<file path="src/hdl/odpack_pkg.sv">
// ----------------------------------------------------------------------------
// odpack_pkg
// Shared types, register indexes, mode codes and dither tables for the
// ordered-dither RGBA5551 packer.
// ----------------------------------------------------------------------------
package odpack_pkg;

    localparam int CHAN_W    = 8;
    localparam int POS_W     = 12;
    localparam int WORD_W    = 16;
    localparam int CFG_IDX_W = 1;
    localparam int CFG_DAT_W = 2;
    localparam int THR_W     = 4;
    localparam int SUM_W     = CHAN_W + 2;

    localparam int CHAN_MAX    = 255;
    localparam int RED_SHIFT   = 11;
    localparam int GREEN_SHIFT = 6;
    localparam int BLUE_SHIFT  = 1;

    // register indexes
    localparam logic [CFG_IDX_W-1:0] REG_APPLY_DITHER = 1'd0;
    localparam logic [CFG_IDX_W-1:0] REG_DITHER_MODE  = 1'd1;

    // dither_mode codes
    localparam logic [1:0] MODE_NONE  = 2'd0;
    localparam logic [1:0] MODE_BAYER = 2'd1;
    localparam logic [1:0] MODE_MAGIC = 2'd2;
    localparam logic [1:0] MODE_BLUE  = 2'd3;   // not supported, acts as none

    typedef logic signed [THR_W-1:0] t_thr;

    typedef struct packed {
        logic       apply_dither;
        logic [1:0] dither_mode;
    } t_cfg;

    // [x & 3][y & 3]
    localparam t_thr BAYER4 [4][4] = '{
        '{-4'sd4,  4'sd2, -4'sd3,  4'sd4},
        '{ 4'sd0, -4'sd2,  4'sd2, -4'sd1},
        '{-4'sd3,  4'sd3, -4'sd4,  4'sd3},
        '{ 4'sd1, -4'sd1,  4'sd1, -4'sd2}
    };

    localparam t_thr MAGIC4 [4][4] = '{
        '{-4'sd4,  4'sd2,  4'sd2, -4'sd1},
        '{ 4'sd3, -4'sd2, -4'sd3,  4'sd1},
        '{-4'sd3,  4'sd0,  4'sd4, -4'sd2},
        '{ 4'sd3, -4'sd1, -4'sd4,  4'sd1}
    };

endpackage

</file>
<file path="src/hdl/odpack_ifs.sv">
// ----------------------------------------------------------------------------
// odpack interfaces
// Valid/ready channels: source pixel, packed word, configuration write.
// ----------------------------------------------------------------------------
interface odpack_pix_if;
    logic                            valid;
    logic                            ready;
    logic [odpack_pkg::CHAN_W-1:0]   red;
    logic [odpack_pkg::CHAN_W-1:0]   green;
    logic [odpack_pkg::CHAN_W-1:0]   blue;
    logic [odpack_pkg::CHAN_W-1:0]   alpha;
    logic [odpack_pkg::POS_W-1:0]    pos_x;
    logic [odpack_pkg::POS_W-1:0]    pos_y;

    modport source (output valid, red, green, blue, alpha, pos_x, pos_y, input ready);
    modport sink   (input valid, red, green, blue, alpha, pos_x, pos_y, output ready);
endinterface

interface odpack_word_if;
    logic                            valid;
    logic                            ready;
    logic [odpack_pkg::WORD_W-1:0]   pixel_word;

    modport source (output valid, pixel_word, input ready);
    modport sink   (input valid, pixel_word, output ready);
endinterface

interface odpack_cfg_if;
    logic                              valid;
    logic                              ready;
    logic [odpack_pkg::CFG_IDX_W-1:0]  index;
    logic [odpack_pkg::CFG_DAT_W-1:0]  data;

    modport source (output valid, index, data, input ready);
    modport sink   (input valid, index, data, output ready);
endinterface

</file>
<file path="src/hdl/odpack_cfg.sv">
// ----------------------------------------------------------------------------
// odpack_cfg
// Configuration registers: apply_dither and dither_mode.
// ----------------------------------------------------------------------------
module odpack_cfg (
    input  logic                              i_clk,
    input  logic                              i_rst_n,
    input  logic                              i_wr,
    input  logic [odpack_pkg::CFG_IDX_W-1:0]  i_index,
    input  logic [odpack_pkg::CFG_DAT_W-1:0]  i_data,
    output odpack_pkg::t_cfg                  o_cfg
);

    odpack_pkg::t_cfg r_cfg;

    always_ff @(posedge i_clk) begin
        if (!i_rst_n) begin
            r_cfg.apply_dither <= 1'b0;
            r_cfg.dither_mode  <= odpack_pkg::MODE_NONE;
        end else if (i_wr) begin
            unique case (i_index)
                odpack_pkg::REG_APPLY_DITHER: r_cfg.apply_dither <= i_data[0];
                odpack_pkg::REG_DITHER_MODE:  r_cfg.dither_mode  <= i_data[1:0];
                default: ;
            endcase
        end
    end

    assign o_cfg = r_cfg;

endmodule

</file>
<file path="src/hdl/odpack_dither.sv">
// ----------------------------------------------------------------------------
// odpack_dither
// Threshold lookup, add with clamp to 0..255, and RGBA5551 packing.
// ----------------------------------------------------------------------------
module odpack_dither (
    input  odpack_pkg::t_cfg                i_cfg,
    input  logic [odpack_pkg::CHAN_W-1:0]   i_red,
    input  logic [odpack_pkg::CHAN_W-1:0]   i_green,
    input  logic [odpack_pkg::CHAN_W-1:0]   i_blue,
    input  logic [odpack_pkg::CHAN_W-1:0]   i_alpha,
    input  logic [1:0]                      i_xi,
    input  logic [1:0]                      i_yi,
    output logic [odpack_pkg::WORD_W-1:0]   o_word
);

    function automatic logic [odpack_pkg::CHAN_W-1:0] add_clamp(
        input logic [odpack_pkg::CHAN_W-1:0] chan,
        input odpack_pkg::t_thr              thr
    );
        logic signed [odpack_pkg::SUM_W-1:0] s;
        s = $signed({2'b00, chan}) + odpack_pkg::SUM_W'(thr);
        if (s < 0)
            return '0;
        else if (s > odpack_pkg::SUM_W'(odpack_pkg::CHAN_MAX))
            return odpack_pkg::CHAN_W'(odpack_pkg::CHAN_MAX);
        else
            return s[odpack_pkg::CHAN_W-1:0];
    endfunction

    odpack_pkg::t_thr                thr;
    logic                            dither_on;
    logic [odpack_pkg::CHAN_W-1:0]   red_c, green_c, blue_c;

    always_comb begin
        dither_on = i_cfg.apply_dither;
        thr       = '0;
        unique case (i_cfg.dither_mode)
            odpack_pkg::MODE_BAYER: thr = odpack_pkg::BAYER4[i_xi][i_yi];
            odpack_pkg::MODE_MAGIC: thr = odpack_pkg::MAGIC4[i_xi][i_yi];
            odpack_pkg::MODE_NONE,
            odpack_pkg::MODE_BLUE:  dither_on = 1'b0;
            default:                dither_on = 1'b0;
        endcase
        if (dither_on) begin
            red_c   = add_clamp(i_red, thr);
            green_c = add_clamp(i_green, thr);
            blue_c  = add_clamp(i_blue, thr);
        end else begin
            red_c   = i_red;
            green_c = i_green;
            blue_c  = i_blue;
        end
        o_word = {red_c[7:3], green_c[7:3], blue_c[7:3], (i_alpha != '0)};
    end

endmodule

</file>
<file path="src/hdl/ordered_dither_rgba5551_pack.sv">
// ----------------------------------------------------------------------------
// ordered_dither_rgba5551_pack
// Ordered-dither RGBA8888 to RGBA5551 packer, one pixel per clock when not stalled.
// ----------------------------------------------------------------------------
// Each pixel transaction on i_pix produces exactly one packed word on o_word,
// in order. Throughput is one pixel per cycle while o_word is not stalled; an
// accepted pixel goes through the input register, then the result register,
// with the table lookup, add/clamp and pack between them. The input register
// can still take a pixel while a finished word waits in the result register, so
// a stalled sink holds at most two pixels inside the block. i_cfg is always
// ready; write it only while no pixel is in flight.
// ----------------------------------------------------------------------------
module ordered_dither_rgba5551_pack (
    input  logic           i_clk,
    input  logic           i_rst_n,
    odpack_pix_if.sink     i_pix,
    odpack_word_if.source  o_word,
    odpack_cfg_if.sink     i_cfg
);

    // config
    odpack_pkg::t_cfg cfg;

    assign i_cfg.ready = 1'b1;

    odpack_cfg u_cfg (
        .i_clk   (i_clk),
        .i_rst_n (i_rst_n),
        .i_wr    (i_cfg.valid & i_cfg.ready),
        .i_index (i_cfg.index),
        .i_data  (i_cfg.data),
        .o_cfg   (cfg)
    );

    // stage 1: input register
    logic                            r_s1_valid;
    logic [odpack_pkg::CHAN_W-1:0]   r_red, r_green, r_blue, r_alpha;
    logic [1:0]                      r_xi, r_yi;

    // stage 2: result register
    logic                            r_out_valid;
    logic [odpack_pkg::WORD_W-1:0]   r_word;
    logic [odpack_pkg::WORD_W-1:0]   n_word;

    logic s2_load;
    logic s1_load;

    // result register frees when empty or being taken
    assign s2_load     = r_s1_valid & (~r_out_valid | o_word.ready);
    assign i_pix.ready = ~r_s1_valid | s2_load;
    assign s1_load     = i_pix.valid & i_pix.ready;

    always_ff @(posedge i_clk) begin
        if (!i_rst_n) begin
            r_s1_valid <= 1'b0;
        end else if (i_pix.ready) begin
            r_s1_valid <= i_pix.valid;
        end
    end

    // payload, no reset
    always_ff @(posedge i_clk) begin
        if (s1_load) begin
            r_red   <= i_pix.red;
            r_green <= i_pix.green;
            r_blue  <= i_pix.blue;
            r_alpha <= i_pix.alpha;
            r_xi    <= i_pix.pos_x[1:0];
            r_yi    <= i_pix.pos_y[1:0];
        end
    end

    odpack_dither u_dither (
        .i_cfg   (cfg),
        .i_red   (r_red),
        .i_green (r_green),
        .i_blue  (r_blue),
        .i_alpha (r_alpha),
        .i_xi    (r_xi),
        .i_yi    (r_yi),
        .o_word  (n_word)
    );

    always_ff @(posedge i_clk) begin
        if (!i_rst_n) begin
            r_out_valid <= 1'b0;
        end else if (s2_load) begin
            r_out_valid <= 1'b1;
        end else if (o_word.ready) begin
            r_out_valid <= 1'b0;
        end
    end

    always_ff @(posedge i_clk) begin
        if (s2_load) begin
            r_word <= n_word;
        end
    end

    assign o_word.valid      = r_out_valid;
    assign o_word.pixel_word = r_word;

    // ------------------------------------------------------------------------
    // assertions
    // ------------------------------------------------------------------------

    // a pixel held in stage 1 behind a stalled result is not dropped
    a_s1_hold: assert property (@(posedge i_clk) disable iff (!i_rst_n)
        (r_s1_valid && r_out_valid && !o_word.ready) |=> r_s1_valid)
        else $error("stage 1 pixel lost while output stalled");

    // an accepted pixel always lands in stage 1
    a_s1_fill: assert property (@(posedge i_clk) disable iff (!i_rst_n)
        s1_load |=> r_s1_valid)
        else $error("accepted pixel not registered");

    // alpha bit of the result follows the stage 1 alpha
    a_alpha: assert property (@(posedge i_clk) disable iff (!i_rst_n)
        s2_load |=> (o_word.pixel_word[0] == ($past(r_alpha) != '0)))
        else $error("alpha bit mismatch");

endmodule

</file>
<file path="src/flat_wrapper.sv">
// flat-port wrapper written by rule: the top's interface ports become plain ports
module ordered_dither_rgba5551_pack_flat 
  (i_clk, i_rst_n, i_pix_valid, i_pix_red, i_pix_green, i_pix_blue, i_pix_alpha, i_pix_pos_x, i_pix_pos_y, i_pix_ready, o_word_valid, o_word_pixel_word, o_word_ready, i_cfg_valid, i_cfg_index, i_cfg_data, i_cfg_ready);
  odpack_pix_if i_pix_i ();
  odpack_word_if o_word_i ();
  odpack_cfg_if i_cfg_i ();
  input  logic i_clk;
  input  logic i_rst_n;
  input wire logic [$bits(i_pix_i.valid)-1:0] i_pix_valid;
  input wire logic [$bits(i_pix_i.red)-1:0] i_pix_red;
  input wire logic [$bits(i_pix_i.green)-1:0] i_pix_green;
  input wire logic [$bits(i_pix_i.blue)-1:0] i_pix_blue;
  input wire logic [$bits(i_pix_i.alpha)-1:0] i_pix_alpha;
  input wire logic [$bits(i_pix_i.pos_x)-1:0] i_pix_pos_x;
  input wire logic [$bits(i_pix_i.pos_y)-1:0] i_pix_pos_y;
  output wire logic [$bits(i_pix_i.ready)-1:0] i_pix_ready;
  output wire logic [$bits(o_word_i.valid)-1:0] o_word_valid;
  output wire logic [$bits(o_word_i.pixel_word)-1:0] o_word_pixel_word;
  input wire logic [$bits(o_word_i.ready)-1:0] o_word_ready;
  input wire logic [$bits(i_cfg_i.valid)-1:0] i_cfg_valid;
  input wire logic [$bits(i_cfg_i.index)-1:0] i_cfg_index;
  input wire logic [$bits(i_cfg_i.data)-1:0] i_cfg_data;
  output wire logic [$bits(i_cfg_i.ready)-1:0] i_cfg_ready;
  assign i_pix_i.valid = i_pix_valid;
  assign i_pix_i.red = i_pix_red;
  assign i_pix_i.green = i_pix_green;
  assign i_pix_i.blue = i_pix_blue;
  assign i_pix_i.alpha = i_pix_alpha;
  assign i_pix_i.pos_x = i_pix_pos_x;
  assign i_pix_i.pos_y = i_pix_pos_y;
  assign i_pix_ready = i_pix_i.ready;
  assign o_word_valid = o_word_i.valid;
  assign o_word_pixel_word = o_word_i.pixel_word;
  assign o_word_i.ready = o_word_ready;
  assign i_cfg_i.valid = i_cfg_valid;
  assign i_cfg_i.index = i_cfg_index;
  assign i_cfg_i.data = i_cfg_data;
  assign i_cfg_ready = i_cfg_i.ready;
  ordered_dither_rgba5551_pack u_core (.i_clk(i_clk), .i_rst_n(i_rst_n), .i_pix(i_pix_i), .o_word(o_word_i), .i_cfg(i_cfg_i));
endmodule
</file>
<file path="config.mk">
export PLATFORM = sky130hd
export DESIGN_NAME = ordered_dither_rgba5551_pack_flat
export DESIGN_NICKNAME = d
export VERILOG_FILES = /design/src/hdl/odpack_pkg.sv /design/src/hdl/odpack_ifs.sv /design/src/hdl/odpack_cfg.sv /design/src/hdl/odpack_dither.sv /design/src/hdl/ordered_dither_rgba5551_pack.sv /design/src/flat_wrapper.sv
export SDC_FILE = /design/constraint.sdc
export NUM_CORES = 1
export LEC_CHECK = 0
export ABC_AREA = 1
export BUFFER_PORTS_ARGS = -buffer_cell sky130_fd_sc_hd__buf_2
export CAP_MARGIN = 20
export CORE_UTILIZATION = 45
export DETAILED_ROUTE_END_ITERATION = 10
export GPL_TIMING_DRIVEN = 0
export PLACE_DENSITY = 0.71
export SYNTH_ARGS = -nofsm -noshare
export SYNTH_HDL_FRONTEND = slang
export SYNTH_SLANG_ARGS = --single-unit
</file>
<file path="constraint.sdc">
create_clock -name i_clk -period 6 [get_ports i_clk]
set_input_delay 0.3 -clock i_clk [delete_from_list [all_inputs] [get_ports i_clk]]
set_output_delay 0.3 -clock i_clk [all_outputs]
set_load 0.02 [all_outputs]
</file>
# After elaboration in Yosys (flattened, before gate mapping)
# Index checks and enable logic that the tools add are counted.
[op_classes]
n_addsub = 3
n_mul = 0
div_mod_pow = 0
order_cmp = 8
n_eq_ne = 3
shifts = 0
muxes = 25
n_bitwise = 9
reduce_logical = 6
[op_table]
columns = ["cell", "n"]
rows = [
  ["2-to-1 mux 8 bit", 9],
  ["binary-select mux 16 bit (select 2 bit)", 2],
  ["2-to-1 mux 16 bit", 4],
  ["adder 9 x 4 -> 10 bit", 3],
  ["> comparator 10 x 9 -> 1 bit (second input constant)", 3],
  ["less-than comparator 10 x 1 -> 1 bit (second input constant)", 3],
  ["binary-select mux 4 bit (select 2 bit)", 2],
  ["2-to-1 mux 4 bit", 4],
  ["case mux 4 bit (2 select lines)", 1],
  ["nonzero test 8 bit", 1],
  [">= comparator 3 bit (second input constant)", 2],
  ["inverter 2 -> 3 bit", 2],
  ["== test 2 bit (second input constant)", 2],
  ["AND reduction 2 bit", 2],
  ["2-to-1 mux 1 bit", 3],
  ["inverter 1 bit", 3],
  ["AND 1 bit", 2],
  ["== test 2 x 1 -> 1 bit (second input constant)", 1],
  ["logical NOT 2 bit", 1],
  ["bitwise OR 1 bit", 2],
  ["nonzero test 2 bit", 1],
  ["OR reduction 2 bit", 1],
]
[word_totals]
ff_bits = 57
latch_bits = 0
ramBits = 0
romBits = 0
output_inout_bits = 19
elab_cells = 65
memories = 0

# Depth between registers and ports, before layout
[depth]
ltp_word = 13
depth_mapped = 22
depth_no_buf = 21

# Cells and area by module
# Synthesis repeated with hierarchy kept, for this count alone.
[hier_totals]
hier_cells = 424
area_unflattened_um2 = 3607.2
[modules_own_cells]
columns = ["module", "instances", "cells_per_inst", "area_each_um2", "seq_area_each_um2"]
rows = [
  ["odpack_dither", 1, 341, 1823.0, 0.0],
  ["ordered_dither_rgba5551_pack", 1, 67, 1667.8, 1601.5],
  ["odpack_cfg", 1, 16, 116.4, 60.1],
]

# Least setup slack after synthesis
# OpenSTA, ideal clock, no wires.
[synth_path]
kind = "flip-flop to flip-flop"
from = "reg u_core.r_xi[0]"
to = "reg u_core.r_word (netlist bit u_core.o_word.pixel_word[1]), data pin"
setup_ps = 252
arrival_time_ps = 2564
required_ps = 5748
path_slack_ps = 3184
path_stages_with_launch = 19
path_buffers = 0
period_less_slack_ps = 2816
path_cell_list = "edfxtp_1 -> inv_1 -> ha_1 -> xor2_1 -> o221a_2 -> a211oi_1 -> ha_1 -> fa_1 -> a21oi_1 -> nand2_1 -> nand2_1 -> nor2_1 -> nand2_1 -> nand3_1 -> nand2_1 -> nand2_1 -> nand2_1 -> nand2_1 -> nand2_1"
[synth_between]
elab_chain_len = 13
word_cells_on_any_way = 20
cone_classes = "add/sub (1); order compare (2); mux (16); bitwise (1)"
[synth_rtl]
columns = ["item", "line", "source"]
rows = [
  ["start, declared", "ordered_dither_rgba5551_pack.sv:38", "logic [1:0] r_xi, r_yi;"],
  ["start signal, assigned", "ordered_dither_rgba5551_pack.sv:68", "r_xi <= i_pix.pos_x[1:0];"],
  ["inverter 2 -> 3 bit (implied by the code) (*)", "odpack_dither.sv:38, odpack_dither.sv:39", ""],
  ["binary-select mux 16 bit (select 2 bit) (on tied branches)", "odpack_dither.sv:39, odpack_dither.sv:38", ""],
  ["2-to-1 mux 16 bit (on tied branches) (2 in a row)", "odpack_dither.sv:39, odpack_dither.sv:38", ""],
  ["binary-select mux 4 bit (select 2 bit) (on tied branches)", "odpack_dither.sv:39, odpack_dither.sv:38", ""],
  ["2-to-1 mux 4 bit (on tied branches) (2 in a row)", "odpack_dither.sv:39, odpack_dither.sv:38", ""],
  ["case mux 4 bit (2 select lines) (*)", "odpack_dither.sv:37", "unique case (i_cfg.dither_mode)"],
  ["adder 9 x 4 -> 10 bit (*)", "odpack_dither.sv:21", "s = $signed({2'b00, chan}) + odpack_pkg::SUM_W'(thr);"],
  ["> comparator 10 x 9 -> 1 bit", "odpack_dither.sv:24", "else if (s > odpack_pkg::SUM_W'(odpack_pkg::CHAN_MAX))"],
  ["2-to-1 mux 8 bit", "odpack_dither.sv:24", ""],
  ["2-to-1 mux 8 bit (*)", "odpack_dither.sv:22", "if (s < 0)"],
  ["2-to-1 mux 8 bit (*)", "odpack_dither.sv:44", "if (dither_on) begin"],
  ["net u_core.n_word (one bit)", "ordered_dither_rgba5551_pack.sv:43", "logic [odpack_pkg::WORD_W-1:0] n_word;"],
  ["end signal, assigned", "ordered_dither_rgba5551_pack.sv:96", "r_word <= n_word;"],
  ["end, declared", "ordered_dither_rgba5551_pack.sv:42", "logic [odpack_pkg::WORD_W-1:0] r_word;"],
]
# The timed path passes the listed nets; every way through them passes the cells marked *. The select of a mux whose other input is x is not followed.
# A chain may end at the register's enable or synchronous reset.

# Worst setup path after layout
[layout_path]
from = "reg u_core.r_xi[0]"
to = "reg u_core.r_word (netlist bit u_core.o_word.pixel_word[6]), data pin"
# The elaborated chain is that of the path after synthesis.

==> results.cfg <==
[global_routing]
grt_max_degree = 22
track_usage_pct = 19.34
grt_pass1_wl_um = 12520
grt_pass1_vias = 2792
antenna_found_initial = 0
grt_overflow = 0

[logic_synthesis]
netlist_area_um2 = 3573
yosysTopAreaCellShare_pct = 43.70
syn-num-nets = 507
yosys_warnings = 0
syn_area_per_cell_um2 = 8.488
syn_inst = 421
ys_seq_area_share_pct = 46.50
synth_top_area_cell = edfxtp_1
yosysUniqueCellTypes = 34
synth_area_leaders = edfxtp_1, nand2_1, ha_1
synth-seq-cells = 57

[timing]
setup_violations = 0
fmax_ghz = 0.3020
setup_tns_ns = 0
finalHoldViolCount = 0
finalCriticalPeriod_ns = 3.312
post-route-period-util_pct = 55.19
grt_setup_unrepaired = no
fin_worst_hold_slack_ns = 0.1297
clock_skew_ns = 0.007688
max_slew_margin_pct = 34.21
worst_pin_slew_ns = 0.9868
drv_slew = 0

[setup_path]
critical_path_arrival_ns = 3.41
cp_slowest_cell = edfxtp_1
cp_top_family = simple AND/OR/NAND/NOR gates
crit_buf_inv = 4
crit_chain = inv_1, ha_1, nor2_1, nand2_2, nand2_2, a21oi_4, buf_6, o21a_1, ha_1, a21oi_1, inv_1, a31oi_1, inv_1, nand3_1, nand3_1, nand3_2, nand2_1, nand2_1, nand2_1
crit_path_max_fanout = 10
path_class = reg2reg
end_kind = register
cp-start-kind = register
max_stage_delay_ns = 0.45
timing.critical_path.required_ns = 6.10

[clock_network]
post_cts_buffers = 0
cts_tree = built
numCtsBuffers = 9
clockBufferDepth = 2
clk_pin_slew_ns = 0.07
cts_resized = 0
insertion_delay_ns = 0.34
cts_root_buf = clkbuf_8
htreeDepth = 3
ctsHoldBuffers = 0
cts.sinks = 57

[worst_hold_path]
min_path_type = in2reg

[job]
drv_cap = 0

[floorplan]
dieArea_um2 = 8301
die_x_um = 91.11
ios = 83
initial_core_util_pct = 46.48
die_h_um = 91.11
std_cell_rows = 32
core_um2 = 7687

[finish]
nets = 580
layout_common_cells = nand2_1, buf_2, edfxtp_1
antenna-diode-count = 0
final_common_cell = nand2_1
fin_util_pct = 55.05
num-fill-cells = 726
syn_to_final_growth_pct = 18.42
final_area_um2 = 4232
post_route_cells_drive_above_1_share_pct = 23.05

[power_and_ir_drop]
total_power_uw = 998.5
powerDensity_nw_per_um2 = 236.0
ir_drop_mv = 0.1539
p_leak_nw = 2.120

[routing]
ant_nets = 0
drt_wl_total_um = 7523
wire_per_inst_um = 12.52
routed_via_density = 4.902
vias = 2946
post-route-drc-count = 0
dr.pass1.iters = 5
drt_iter0_markers = 91

[outcome]
outcome = complete, no violations

[place]
place_area_um2 = 4038
io_buffers = 61
gp_congestion = 0.9150
hpwlAfterDp_um = 5673
kinds of logic (layout without fill, tap and decap cells):
kind of cell | count (synthesis) | count (layout) | share of synthesized area (%)
other cells | 1 | 1 | 0.1049
buf+inv | 54 | 132 | 6.512
fa+ha+maj | 22 | 22 | 8.333
xor+xnor | 11 | 11 | 2.696
simple gates | 239 | 239 | 29.62
compound gates | 37 | 37 | 6.233
flops | 57 | 57 | 46.50
layout make-up:
type / count / area [um^2] / area share, %
clock inverter: 7 / 70.07 / 1.656
inverter: 48 / 180.2 / 4.258
multi-input combinational: 310 / 1683 / 39.77
clock buffer: 9 / 123.9 / 2.927
timing repair buffer: 62 / 332.8 / 7.865
tap: 102 / 127.6 / 3.016
buffer: 6 / 52.55 / 1.242
sequential: 57 / 1662 / 39.27
power by group:
part,leakage (nW),switching [mW],internal (mW)
combinational,1.48,0.105,0.0618
sequential,0.542,0.0141,0.461
clock,0.0994,0.166,0.191
total,2.12,0.285,0.714
sequential cells by signal (all words and copies together) (netlist names):
| name | cells |
|---|---|
| u_core.o_word.pixel_word | 16 |
| u_core.o_word.valid | 1 |
| u_core.r_alpha | 8 |
| u_core.r_blue | 8 |
| u_core.r_green | 8 |
| u_core.r_red | 8 |
| u_core.r_s1_valid | 1 |
| u_core.r_xi | 2 |
| u_core.r_yi | 2 |
| u_core.u_cfg.o_cfg | 3 |
worst register-to-register path, cell delays in order (launching register included):
cell      delay, ns
edfxtp_1       0.45
inv_1          0.16
ha_1           0.20
nor2_1         0.07
nand2_2        0.09
nand2_2        0.07
a21oi_4        0.26
buf_6          0.22
o21a_1         0.23
ha_1           0.29
a21oi_1        0.15
inv_1          0.05
a31oi_1        0.13
inv_1          0.10
nand3_1        0.14
nand3_1        0.14
nand3_2        0.14
nand2_1        0.07
nand2_1        0.06
nand2_1        0.04
path summary, 6_finish.rpt:
| path | depth (start not counted) | slack [ns] | from | to |
|---|---|---|---|---|
| worst min-delay path | 1 | 0.13 | i_pix_green[4] | u_core.r_green[4]$_DFFE_PP_ |
| worst min register to register | 2 | 0.46 | u_core.u_cfg.o_cfg[2]$_SDFFE_PN0P_ | u_core.u_cfg.o_cfg[2]$_SDFFE_PN0P_ |
| worst max register to register | 19 | 2.69 | u_core.r_xi[0]$_DFFE_PP_ | u_core.o_word.pixel_word[6]$_DFFE_PP_ |
| worst max-delay path | 19 | 2.69 | u_core.r_xi[0]$_DFFE_PP_ | u_core.o_word.pixel_word[6]$_DFFE_PP_ |
Yosys cell counts, drive strengths merged:
cell type    n
nand4        4
a211oi       1
edfxtp      52
and2         1
nor2        31
inv         48
xnor2        2
nand3       43
a21oi       16
a31oi        1
xor2         9
nand2      158
nor4         2
o211ai       1
dfxtp        5
o311ai       1
o21bai       2
o21ai       12
ha          19
a21boi       1
fa           3
conb         1
o221a        1
clkbuf       1
buf          5
o21a         1
through the flow:
step / instances / setup WS, ns
2_1_floorplan: 421 / 3.184
3_3_place_gp: 584 / 2.767
3_5_place_dp: 585 / 2.711
4_1_cts: 601 / 2.694
5_1_grt: 601 / 2.391
6_report: 601 / 2.688
metal layers:
| layer | global-route usage [%] | wire (um) | vias to the layer above |
|---|---|---|---|
| li1 | - | - | 1525 |
| met1 | 23.24 | 3278 | 1300 |
| met2 | 32.89 | 3608 | 111 |
| met3 | 5.193 | 517 | 10 |
| met4 | 7.672 | 119 | 0 |
| met5 | 0 | 0 | - |
(Power assumes the default switching activity.)
